===== src/sv/cpio_pkg.sv =====
// Package for the cpio newc stream parser: types, constants and decode helpers.
package cpio_pkg;

	localparam int ALIGN_BYTES_DEF = 4;
	localparam int HEADER_LEN      = 110;
	localparam int MAGIC_LEN       = 6;
	localparam int TRAILER_LEN     = 10;
	localparam int NUM_SLOTS       = 7;
	localparam int FIELD_W         = 32;
	localparam int SNL_W           = 4;
	localparam int TDATA_W         = 8 + NUM_SLOTS * FIELD_W;
	localparam int TUSER_W         = 5;

	localparam logic [2:0] SLOT_NONE      = 3'd7;
	localparam logic [2:0] SLOT_DATA_SIZE = 3'd5;
	localparam logic [2:0] SLOT_NAME_SIZE = 3'd6;
	localparam logic [7:0] SLASH_CHAR     = 8'h2F;

	typedef enum logic [2:0] {
		PH_HEADER,
		PH_NAME,
		PH_NAMEPAD,
		PH_DATA,
		PH_DATAPAD,
		PH_ENDED
	} phase_t;

	typedef enum logic [2:0] {
		RGN_HEADER,
		RGN_SLASH,
		RGN_NAME_CHAR,
		RGN_NAME_TERM,
		RGN_NAME_PAD,
		RGN_DATA,
		RGN_DATA_PAD,
		RGN_AFTER_END
	} region_t;

	// ASCII hex digit to value, anything else to zero
	function automatic logic [3:0] hex_value(input logic [7:0] c);
		logic [7:0] v;
		v = 8'd0;
		if (c >= 8'h30 && c <= 8'h39) begin
			v = c - 8'h30;
		end else if (c >= 8'h41 && c <= 8'h46) begin
			v = c - 8'h37;
		end else if (c >= 8'h61 && c <= 8'h66) begin
			v = c - 8'h57;
		end
		return v[3:0];
	endfunction

	// header field number to kept slot
	function automatic logic [2:0] slot_of_field(input logic [3:0] f);
		logic [2:0] s;
		case (f)
			4'd0:    s = 3'd0;
			4'd1:    s = 3'd1;
			4'd2:    s = 3'd2;
			4'd3:    s = 3'd3;
			4'd5:    s = 3'd4;
			4'd6:    s = SLOT_DATA_SIZE;
			4'd11:   s = SLOT_NAME_SIZE;
			default: s = SLOT_NONE;
		endcase
		return s;
	endfunction

	function automatic logic [7:0] trailer_char(input logic [SNL_W-1:0] i);
		logic [7:0] c;
		case (i)
			4'd0:    c = 8'h54; // T
			4'd1:    c = 8'h52; // R
			4'd2:    c = 8'h41; // A
			4'd3:    c = 8'h49; // I
			4'd4:    c = 8'h4C; // L
			4'd5:    c = 8'h45; // E
			4'd6:    c = 8'h52; // R
			4'd7:    c = 8'h21; // !
			4'd8:    c = 8'h21;
			4'd9:    c = 8'h21;
			default: c = 8'h00;
		endcase
		return c;
	endfunction

endpackage


===== src/sv/cpio_newc_stream_parser.sv =====
// cpio newc stream parser: tags each archive byte with its region and decodes headers.
//
// Input stream s_axis carries one archive byte per transaction, the first byte
// of the archive on an ALIGN_BYTES boundary. Output stream m_axis returns one
// transaction per input byte: the byte itself, the decoded header fields of the
// current entry, the region code and header/end flags in tuser, and tlast on
// the final byte of each region.
// Each accepted byte is registered and appears on m_axis in the cycle after its
// handshake. Throughput is one byte per cycle while m_axis is not stalled; all
// parsing for a byte is done between the input handshake and the output register.
// s_axis_tready is high while the output register is empty or being drained,
// so a stalled receiver holds m_axis stable and backpressures the source after
// one buffered transaction.
// Reset puts the parser at the start of a header with all decoded fields zero
// and the output empty. After the trailer entry every byte is tagged
// after-end until the next reset.
module cpio_newc_stream_parser #(
	parameter int ALIGN_BYTES = cpio_pkg::ALIGN_BYTES_DEF
) (
	input  logic                         clk,
	input  logic                         arst_n,
	input  logic                         s_axis_tvalid,
	output logic                         s_axis_tready,
	input  logic [7:0]                   s_axis_tdata,  // byte_in
	output logic                         m_axis_tvalid,
	input  logic                         m_axis_tready,
	// byte_out, inode, file_mode, owner_id, group_id, mod_time, data_size, name_size
	output logic [cpio_pkg::TDATA_W-1:0] m_axis_tdata,
	output logic [cpio_pkg::TUSER_W-1:0] m_axis_tuser,  // region[2:0], header_valid, end_of_archive
	output logic                         m_axis_tlast   // last_of_region
);

	localparam int POS_W = (ALIGN_BYTES > 2) ? $clog2(ALIGN_BYTES) : 1;
	localparam logic [POS_W:0] ALIGN_L = (POS_W + 1)'(ALIGN_BYTES);
	localparam logic [cpio_pkg::SNL_W-1:0] SNL_TRAILER = cpio_pkg::SNL_W'(cpio_pkg::TRAILER_LEN);
	localparam logic [cpio_pkg::SNL_W-1:0] SNL_MAX = cpio_pkg::SNL_W'(cpio_pkg::TRAILER_LEN + 1);
	localparam logic [6:0] HDR_FIRST_DIGIT = 7'(cpio_pkg::MAGIC_LEN);
	localparam logic [6:0] HDR_LAST = 7'(cpio_pkg::HEADER_LEN - 1);

	cpio_pkg::phase_t           phase_q, phase_d;
	logic [6:0]                 hidx_q, hidx_d;
	logic [31:0]                acc_q, acc_d;
	logic [31:0]                df_q [cpio_pkg::NUM_SLOTS];
	logic [31:0]                df_d [cpio_pkg::NUM_SLOTS];
	logic [31:0]                rem_q, rem_d;
	logic [POS_W-1:0]           pos_q, pos_d;
	logic                       strip_q, strip_d;
	logic [cpio_pkg::SNL_W-1:0] snl_q, snl_d;
	logic                       tm_q, tm_d;

	logic [7:0]                 byte_q;
	logic                       out_valid_q;
	cpio_pkg::region_t          region_q, region_d;
	logic                       last_q, last_d;
	logic                       hv_q, hv_d;
	logic                       eoa_q, eoa_d;

	logic                       accept;
	logic [POS_W:0]             pos_inc;
	logic [6:0]                 rel;
	logic [2:0]                 slot;
	logic                       to_namepad, to_data, to_datapad, to_end;
	logic [7:0]                 b;

	assign s_axis_tready = !out_valid_q || m_axis_tready;
	assign accept        = s_axis_tvalid && s_axis_tready;
	assign b             = s_axis_tdata;

	assign pos_inc = {1'b0, pos_q} + (POS_W + 1)'(1);
	assign pos_d   = (pos_inc >= ALIGN_L) ? '0 : pos_inc[POS_W-1:0];
	assign rel     = hidx_q - HDR_FIRST_DIGIT;

	always_comb begin
		phase_d    = phase_q;
		hidx_d     = hidx_q;
		acc_d      = acc_q;
		df_d       = df_q;
		rem_d      = rem_q;
		strip_d    = strip_q;
		snl_d      = snl_q;
		tm_d       = tm_q;
		region_d   = cpio_pkg::RGN_AFTER_END;
		last_d     = 1'b0;
		hv_d       = 1'b0;
		eoa_d      = 1'b0;
		slot       = cpio_pkg::SLOT_NONE;
		to_namepad = 1'b0;
		to_data    = 1'b0;
		to_datapad = 1'b0;
		to_end     = 1'b0;

		case (phase_q)
			cpio_pkg::PH_HEADER: begin
				region_d = cpio_pkg::RGN_HEADER;
				if (hidx_q >= HDR_FIRST_DIGIT) begin
					acc_d = {acc_q[27:0], cpio_pkg::hex_value(b)};
					if (rel[2:0] == 3'd7) begin
						slot = cpio_pkg::slot_of_field(rel[6:3]);
						if (slot != cpio_pkg::SLOT_NONE) begin
							df_d[slot] = acc_d;
						end
					end
				end
				if (hidx_q >= HDR_LAST) begin
					last_d  = 1'b1;
					hv_d    = 1'b1;
					hidx_d  = '0;
					strip_d = 1'b1;
					snl_d   = '0;
					tm_d    = (df_d[cpio_pkg::SLOT_NAME_SIZE] != 32'd0);
					if (df_d[cpio_pkg::SLOT_NAME_SIZE] != 32'd0) begin
						phase_d = cpio_pkg::PH_NAME;
						rem_d   = df_d[cpio_pkg::SLOT_NAME_SIZE];
					end else begin
						to_namepad = 1'b1;
					end
				end else begin
					hidx_d = hidx_q + 7'd1;
				end
			end
			cpio_pkg::PH_NAME: begin
				if (rem_q <= 32'd1) begin
					// final name byte is the terminator whatever its value
					region_d = cpio_pkg::RGN_NAME_TERM;
					last_d   = 1'b1;
					if (!(tm_q && snl_q == SNL_TRAILER && b == 8'h00)) begin
						tm_d = 1'b0;
					end
					if (snl_q != SNL_MAX) begin
						snl_d = snl_q + 1'b1;
					end
					rem_d      = '0;
					to_namepad = 1'b1;
				end else begin
					if (strip_q && b == cpio_pkg::SLASH_CHAR) begin
						region_d = cpio_pkg::RGN_SLASH;
					end else begin
						strip_d  = 1'b0;
						region_d = cpio_pkg::RGN_NAME_CHAR;
						if (snl_q >= SNL_TRAILER || b != cpio_pkg::trailer_char(snl_q)) begin
							tm_d = 1'b0;
						end
						if (snl_q != SNL_MAX) begin
							snl_d = snl_q + 1'b1;
						end
					end
					last_d = (rem_q == 32'd2);
					rem_d  = rem_q - 32'd1;
				end
			end
			cpio_pkg::PH_NAMEPAD: begin
				region_d = cpio_pkg::RGN_NAME_PAD;
				if (pos_d == '0) begin
					last_d  = 1'b1;
					to_data = 1'b1;
				end
			end
			cpio_pkg::PH_DATA: begin
				region_d = cpio_pkg::RGN_DATA;
				if (rem_q <= 32'd1) begin
					last_d     = 1'b1;
					rem_d      = '0;
					to_datapad = 1'b1;
				end else begin
					rem_d = rem_q - 32'd1;
				end
			end
			cpio_pkg::PH_DATAPAD: begin
				region_d = cpio_pkg::RGN_DATA_PAD;
				if (pos_d == '0) begin
					last_d = 1'b1;
					to_end = 1'b1;
				end
			end
			default: begin
				region_d = cpio_pkg::RGN_AFTER_END;
			end
		endcase

		// empty regions fall through to the next one in the same byte
		if (to_namepad) begin
			if (pos_d != '0) begin
				phase_d = cpio_pkg::PH_NAMEPAD;
			end else begin
				to_data = 1'b1;
			end
		end
		if (to_data) begin
			if (df_d[cpio_pkg::SLOT_DATA_SIZE] != 32'd0) begin
				phase_d = cpio_pkg::PH_DATA;
				rem_d   = df_d[cpio_pkg::SLOT_DATA_SIZE];
			end else begin
				to_datapad = 1'b1;
			end
		end
		if (to_datapad) begin
			if (pos_d != '0) begin
				phase_d = cpio_pkg::PH_DATAPAD;
			end else begin
				to_end = 1'b1;
			end
		end
		if (to_end) begin
			if (tm_d) begin
				phase_d = cpio_pkg::PH_ENDED;
				eoa_d   = 1'b1;
			end else begin
				phase_d = cpio_pkg::PH_HEADER;
				hidx_d  = '0;
			end
		end
	end

	always_ff @(posedge clk or negedge arst_n) begin
		if (!arst_n) begin
			phase_q     <= cpio_pkg::PH_HEADER;
			hidx_q      <= '0;
			acc_q       <= '0;
			for (int i = 0; i < cpio_pkg::NUM_SLOTS; i++) begin
				df_q[i] <= '0;
			end
			rem_q       <= '0;
			pos_q       <= '0;
			strip_q     <= 1'b1;
			snl_q       <= '0;
			tm_q        <= 1'b1;
			out_valid_q <= 1'b0;
		end else begin
			if (accept) begin
				phase_q <= phase_d;
				hidx_q  <= hidx_d;
				acc_q   <= acc_d;
				df_q    <= df_d;
				rem_q   <= rem_d;
				pos_q   <= pos_d;
				strip_q <= strip_d;
				snl_q   <= snl_d;
				tm_q    <= tm_d;
			end
			if (accept) begin
				out_valid_q <= 1'b1;
			end else if (m_axis_tready) begin
				out_valid_q <= 1'b0;
			end
		end
	end

	always_ff @(posedge clk) begin
		if (accept) begin
			byte_q   <= b;
			region_q <= region_d;
			last_q   <= last_d;
			hv_q     <= hv_d;
			eoa_q    <= eoa_d;
		end
	end

	// decoded fields change only on accept, so the live registers match the held result
	assign m_axis_tvalid = out_valid_q;
	assign m_axis_tdata  = {df_q[6], df_q[5], df_q[4], df_q[3], df_q[2], df_q[1], df_q[0],
		byte_q};
	assign m_axis_tuser  = {eoa_q, hv_q, region_q};
	assign m_axis_tlast  = last_q;

endmodule


===== config.mk =====
export PLATFORM = sky130hd
export DESIGN_NAME = cpio_newc_stream_parser
export DESIGN_NICKNAME = d
export VERILOG_FILES = /design/src/sv/cpio_pkg.sv /design/src/sv/cpio_newc_stream_parser.sv
export SDC_FILE = /design/constraint.sdc
export NUM_CORES = 1
export LEC_CHECK = 0
export BUFFER_PORTS_ARGS = -buffer_cell sky130_fd_sc_hd__buf_2
export CAP_MARGIN = 20
export CORE_MARGIN = 2
export CORE_UTILIZATION = 45
export CTS_BUF_LIST = sky130_fd_sc_hd__clkbuf_4
export DETAILED_ROUTE_END_ITERATION = 6
export GPL_TIMING_DRIVEN = 0
export PLACE_DENSITY_LB_ADDON = 0.08
export SKIP_CTS_REPAIR_TIMING = 1
export SLEW_MARGIN = 30
export SYNTH_ARGS = -nofsm -noshare
export SYNTH_HDL_FRONTEND = slang
export SYNTH_SLANG_ARGS = --single-unit

===== constraint.sdc =====
create_clock -name clk -period 3.75 [get_ports clk]
set_input_delay 0.375 -clock clk [delete_from_list [all_inputs] [get_ports clk]]
set_output_delay 0.375 -clock clk [all_outputs]
set_load 0.02 [all_outputs]

==> flow_summary.html <==
<table>
<tr><th>Metric</th><th>Value</th></tr>
<tr><th colspan="2">Outcome</th></tr>
<tr><td>Status</td><td>completed</td></tr>
<tr><th colspan="2">Detailed routing</th></tr>
<tr><td>Post-route ant nets</td><td>0</td></tr>
<tr><td>Number of design-rule violations left by the first detailed-router iteration</td><td>1,001</td></tr>
<tr><td>Drt total wl</td><td>52,800 um</td></tr>
<tr><td>Final routed DRC violation total</td><td>0</td></tr>
<tr><td>Drt first pass iters</td><td>5</td></tr>
<tr><td>Vias</td><td>13,424</td></tr>
<tr><td>Mean number of vias per cell</td><td>5.65</td></tr>
<tr><td>Routed WL per cell</td><td>22.2 um</td></tr>
<tr><th colspan="2">Yosys</th></tr>
<tr><td>Leading area contributor after synthesis</td><td>dfrtp_1</td></tr>
<tr><td>Average size of a mapped cell</td><td>10.6 um^2</td></tr>
<tr><td>Proportion of netlist area held by the largest area contributor</td><td>0.474</td></tr>
<tr><td>Count of warnings emitted by yosys</td><td>0</td></tr>
<tr><td>Number of instances in the synthesized netlist</td><td>1,495</td></tr>
<tr><td>Leading cell type by number of instances after synthesis</td><td>dfrtp_1</td></tr>
<tr><td>Net Count, Synth</td><td>1,526</td></tr>
<tr><td>Count of flip-flops with a built-in enable after synthesis</td><td>14</td></tr>
<tr><td>Top FF cell, synth</td><td>dfrtp_1</td></tr>
<tr><td>Register area share after synthesis</td><td>0.504</td></tr>
<tr><td>Distinct cell type count of the synthesized netlist</td><td>90</td></tr>
<tr><td>Synthesis-stage register bit count</td><td>317</td></tr>
<tr><td>Synthesized cell area</td><td>15,900 um^2</td></tr>
<tr><td>Leading cell types by count after synthesis</td><td>dfrtp_1 (301), nand2_1 (255), mux2_2 (199), o21ai_0 (90), clkbuf_1 (79)</td></tr>
<tr><td>Main area contributors after synthesis</td><td>dfrtp_1 (47%), mux2_2 (14%), nand2_1 (6.0%), o21ai_0 (2.8%), edfxtp_1 (2.6%)</td></tr>
<tr><td>Post-synth ARST share</td><td>0.956</td></tr>
<tr><th colspan="2">Power</th></tr>
<tr><td>Final total power</td><td>11,100 uW</td></tr>
<tr><td>Maximum vdd drop</td><td>272 uV</td></tr>
<tr><td>P per Cell Area</td><td>578 nW/um^2</td></tr>
<tr><td>Leak Pwr</td><td>0.00981 uW</td></tr>
<tr><th colspan="2">Timing</th></tr>
<tr><td>Transition time of the tightest slew-check pin</td><td>0.995 ns</td></tr>
<tr><td>Final Skew</td><td>0.0531 ns</td></tr>
<tr><td>Final count of hold timing violations</td><td>0</td></tr>
<tr><td>Highest attainable clock frequency</td><td>277 MHz</td></tr>
<tr><td>Slew margin rel.</td><td>0.337</td></tr>
<tr><td>Final worst path period share</td><td>0.961</td></tr>
<tr><td>Clock period minus worst slack</td><td>3.60 ns</td></tr>
<tr><td>Final Max Slew Viols</td><td>0</td></tr>
<tr><td>RSZ-0062 raised after global routing</td><td>true</td></tr>
<tr><td>Aggregate negative setup slack</td><td>0 ns</td></tr>
<tr><td>Final setup violation count</td><td>0</td></tr>
<tr><th colspan="2">Global routing</th></tr>
<tr><td>Number of antenna violations at the first check in global routing</td><td>1</td></tr>
<tr><td>Gr ovfl total</td><td>0</td></tr>
<tr><td>Global-route usage over all layers</td><td>0.288</td></tr>
<tr><td>Wire length of the first global-routing pass</td><td>79,900 um</td></tr>
<tr><td>Pin count of the biggest net entering global routing</td><td>80</td></tr>
<tr><td>Via count of the first global-routing pass</td><td>13,036</td></tr>
<tr><th colspan="2">Finish</th></tr>
<tr><td>Post-layout nets</td><td>1,884</td></tr>
<tr><td>Share of layout cells above drive strength 1</td><td>0.354</td></tr>
<tr><td>Core occupancy in the finished layout</td><td>0.553</td></tr>
<tr><td>Count of non-filler cells in the finished layout</td><td>2,375</td></tr>
<tr><td># fillers</td><td>3,186</td></tr>
<tr><td>Layout area overhead</td><td>20.7%</td></tr>
<tr><th colspan="2">Critical path</th></tr>
<tr><td>FF-to-FF path depth</td><td>9</td></tr>
<tr><td>CP Data Arrival Time</td><td>4.22 ns</td></tr>
<tr><td>Worst Path Required</td><td>4.37 ns</td></tr>
<tr><td>Startpoint of the worst-slack reg-to-reg timing path</td><td>acc_q[3]</td></tr>
<tr><td>Critical-path maximum fanout</td><td>10</td></tr>
<tr><td>Startpoint type of the worst setup path</td><td>flip-flop</td></tr>
<tr><td>Path type of the worst setup path</td><td>reg -&gt; reg</td></tr>
<tr><td>End of the worst register-to-register path</td><td>hidx_q[3]</td></tr>
<tr><td>Worst Setup EP</td><td>hidx_q[3]</td></tr>
<tr><td>Setup crit end kind</td><td>flip-flop</td></tr>
<tr><td>Worst setup path startpoint</td><td>acc_q[3]</td></tr>
<tr><td>Setup slack of the most critical reg-to-reg path</td><td>0.15 ns</td></tr>
<tr><th colspan="2">Placement</th></tr>
<tr><td>Last weighted congestion value of the routability-driven placer</td><td>0.910</td></tr>
<tr><td>Detailed Place HPWL</td><td>37,900 um</td></tr>
<tr><td>Cells after DPL</td><td>2,205</td></tr>
<tr><td>Number of input and output port buffers inserted</td><td>251</td></tr>
<tr><th colspan="2">Die</th></tr>
<tr><td>Floorplan die width</td><td>192 um</td></tr>
<tr><td>Area of the core</td><td>34,600 um^2</td></tr>
<tr><td>DIE AREA</td><td>36,800 um^2</td></tr>
<tr><td>Vertical extent of the die</td><td>192 um</td></tr>
<tr><td>Row cnt</td><td>68</td></tr>
<tr><td>Starting density of the core</td><td>0.458</td></tr>
<tr><td>I/O pin count</td><td>252</td></tr>
<tr><th colspan="2">Clocking</th></tr>
<tr><td>Num CTS Buffers</td><td>89</td></tr>
<tr><td>Number of H-tree branching levels</td><td>3</td></tr>
<tr><td>Number of sinks driven by the clock tree</td><td>317</td></tr>
<tr><td>TritonCTS clock tree</td><td>yes</td></tr>
<tr><td>Worst-Skew Late Latency</td><td>0.81 ns</td></tr>
<tr><td>Number of buffers on the longest clock path</td><td>3</td></tr>
<tr><td>CTS Root Cell</td><td>clkbuf_4</td></tr>
<tr><td>CTS clock-pin slew for the worst setup and hold paths</td><td>0.07 ns</td></tr>
<tr><th colspan="2">Worst hold path</th></tr>
<tr><td>Worst min path class</td><td>in -&gt; async</td></tr>
<tr><th colspan="2">Run</th></tr>
<tr><td>Count of max-cap constraint violations</td><td>0</td></tr>
</table>
## where the power goes
part | internal [uW] | switching (uW)
Combinational | 1240 | 2360
Sequential | 3750 | 376
Clock | 1830 | 1520
Total | 6820 | 4260
## how the worst min path moves through the flow
stage	cells past startpoint	endpoint	slack, ns
finish	2	rem_q[6]	0.006
global route	2	rem_q[6]	0.02
CTS	1	rem_q[6]	-0.62
detailed placement	1	snl_q[1]	0.24
global placement	2	m_axis_tdata[136]	0.46
floorplan	0	acc_q[0]	0.08
## worst max-delay path, cell delays in order (launching register included)
cell,delay [ns]
dfrtp_1,0.36
clkbuf_1,0.33
nor4_2,0.47
nand4_1,0.36
a2111oi_4,0.49
mux2i_4,0.19
o31ai_2,0.42
o211ai_1,0.29
o21ai_1,0.38
o21ai_1,0.15
## sequential cells by signal, indices dropped and copies added (netlist names)
register,flops
m_axis_tdata,224
rem_q,32
acc_q,28
byte_q,8
hidx_q,7
snl_q,4
phase_q,3
region_q,3
pos_q,2
eoa_q,1
hv_q,1
m_axis_tlast,1
m_axis_tvalid,1
strip_q,1
tm_q,1
## cells in the final DEF, fill, tap and decap left out, types with 39 or more instances in the layout
| cell type | netlist | final |
|---|---|---|
| clkbuf_1 | 79 | 78 |
| buf_2 | 27 | 276 |
| nand2_1 | 255 | 254 |
| o211ai_1 | 39 | 39 |
| dfrtp_1 | 301 | 300 |
| mux2_2 | 199 | 199 |
| nor2_1 | 52 | 51 |
| a21oi_1 | 43 | 42 |
| o21ai_0 | 90 | 90 |
| clkbuf_4 | 0 | 142 |
## through the flow
stage	setup WS, ns	cell area (um^2)	hold WS, ns
after floorplan	0.648	15900	0.0794
after global placement	-3.62	17700	0.457
after detailed placement	-0.264	17800	0.238
after CTS	-0.304	19000	-0.620
after global routing	-0.0452	19200	0.0244
final	0.146	19200	0.00587
## layout make-up
| cell class | instances | area (um^2) | area share |
|---|---|---|---|
| Clock inverter | 15 | 113 | 0.00588 |
| Inverter | 20 | 75.1 | 0.00392 |
| Antenna cell | 2 | 5.00 | 0.000261 |
| Buffer | 120 | 529 | 0.0276 |
| Timing Repair Buffer | 267 | 1490 | 0.0780 |
| Tap cell | 455 | 569 | 0.0297 |
| Clock buffer | 141 | 1060 | 0.0553 |
| Multi-Input combinational cell | 1038 | 7310 | 0.381 |
| Sequential cell | 317 | 8010 | 0.418 |
## layer usage
metal  vias to the layer above  part of all wire  track usage
met5                         -                 0            0
li1                       6183                 -            -
met2                       491              0.45        0.438
met1                      6660              0.45        0.397
met3                        90             0.076       0.0766
met4                         0             0.027        0.106
## logic make-up (layout without fill, tap and decap cells)
kind of cell	count (synthesis)	count (layout)	synth area share
AO/OA/AOI/OAI	308	308	0.131
XOR/XNOR	12	12	0.00709
adder cells (fa/ha/maj)	19	19	0.0150
buffers and inverters	140	563	0.0378
AND/OR/NAND/NOR	464	464	0.140
flip-flops	317	317	0.504
other	0	2	0
multiplexers	235	235	0.165
(Power assumes the default switching activity.)
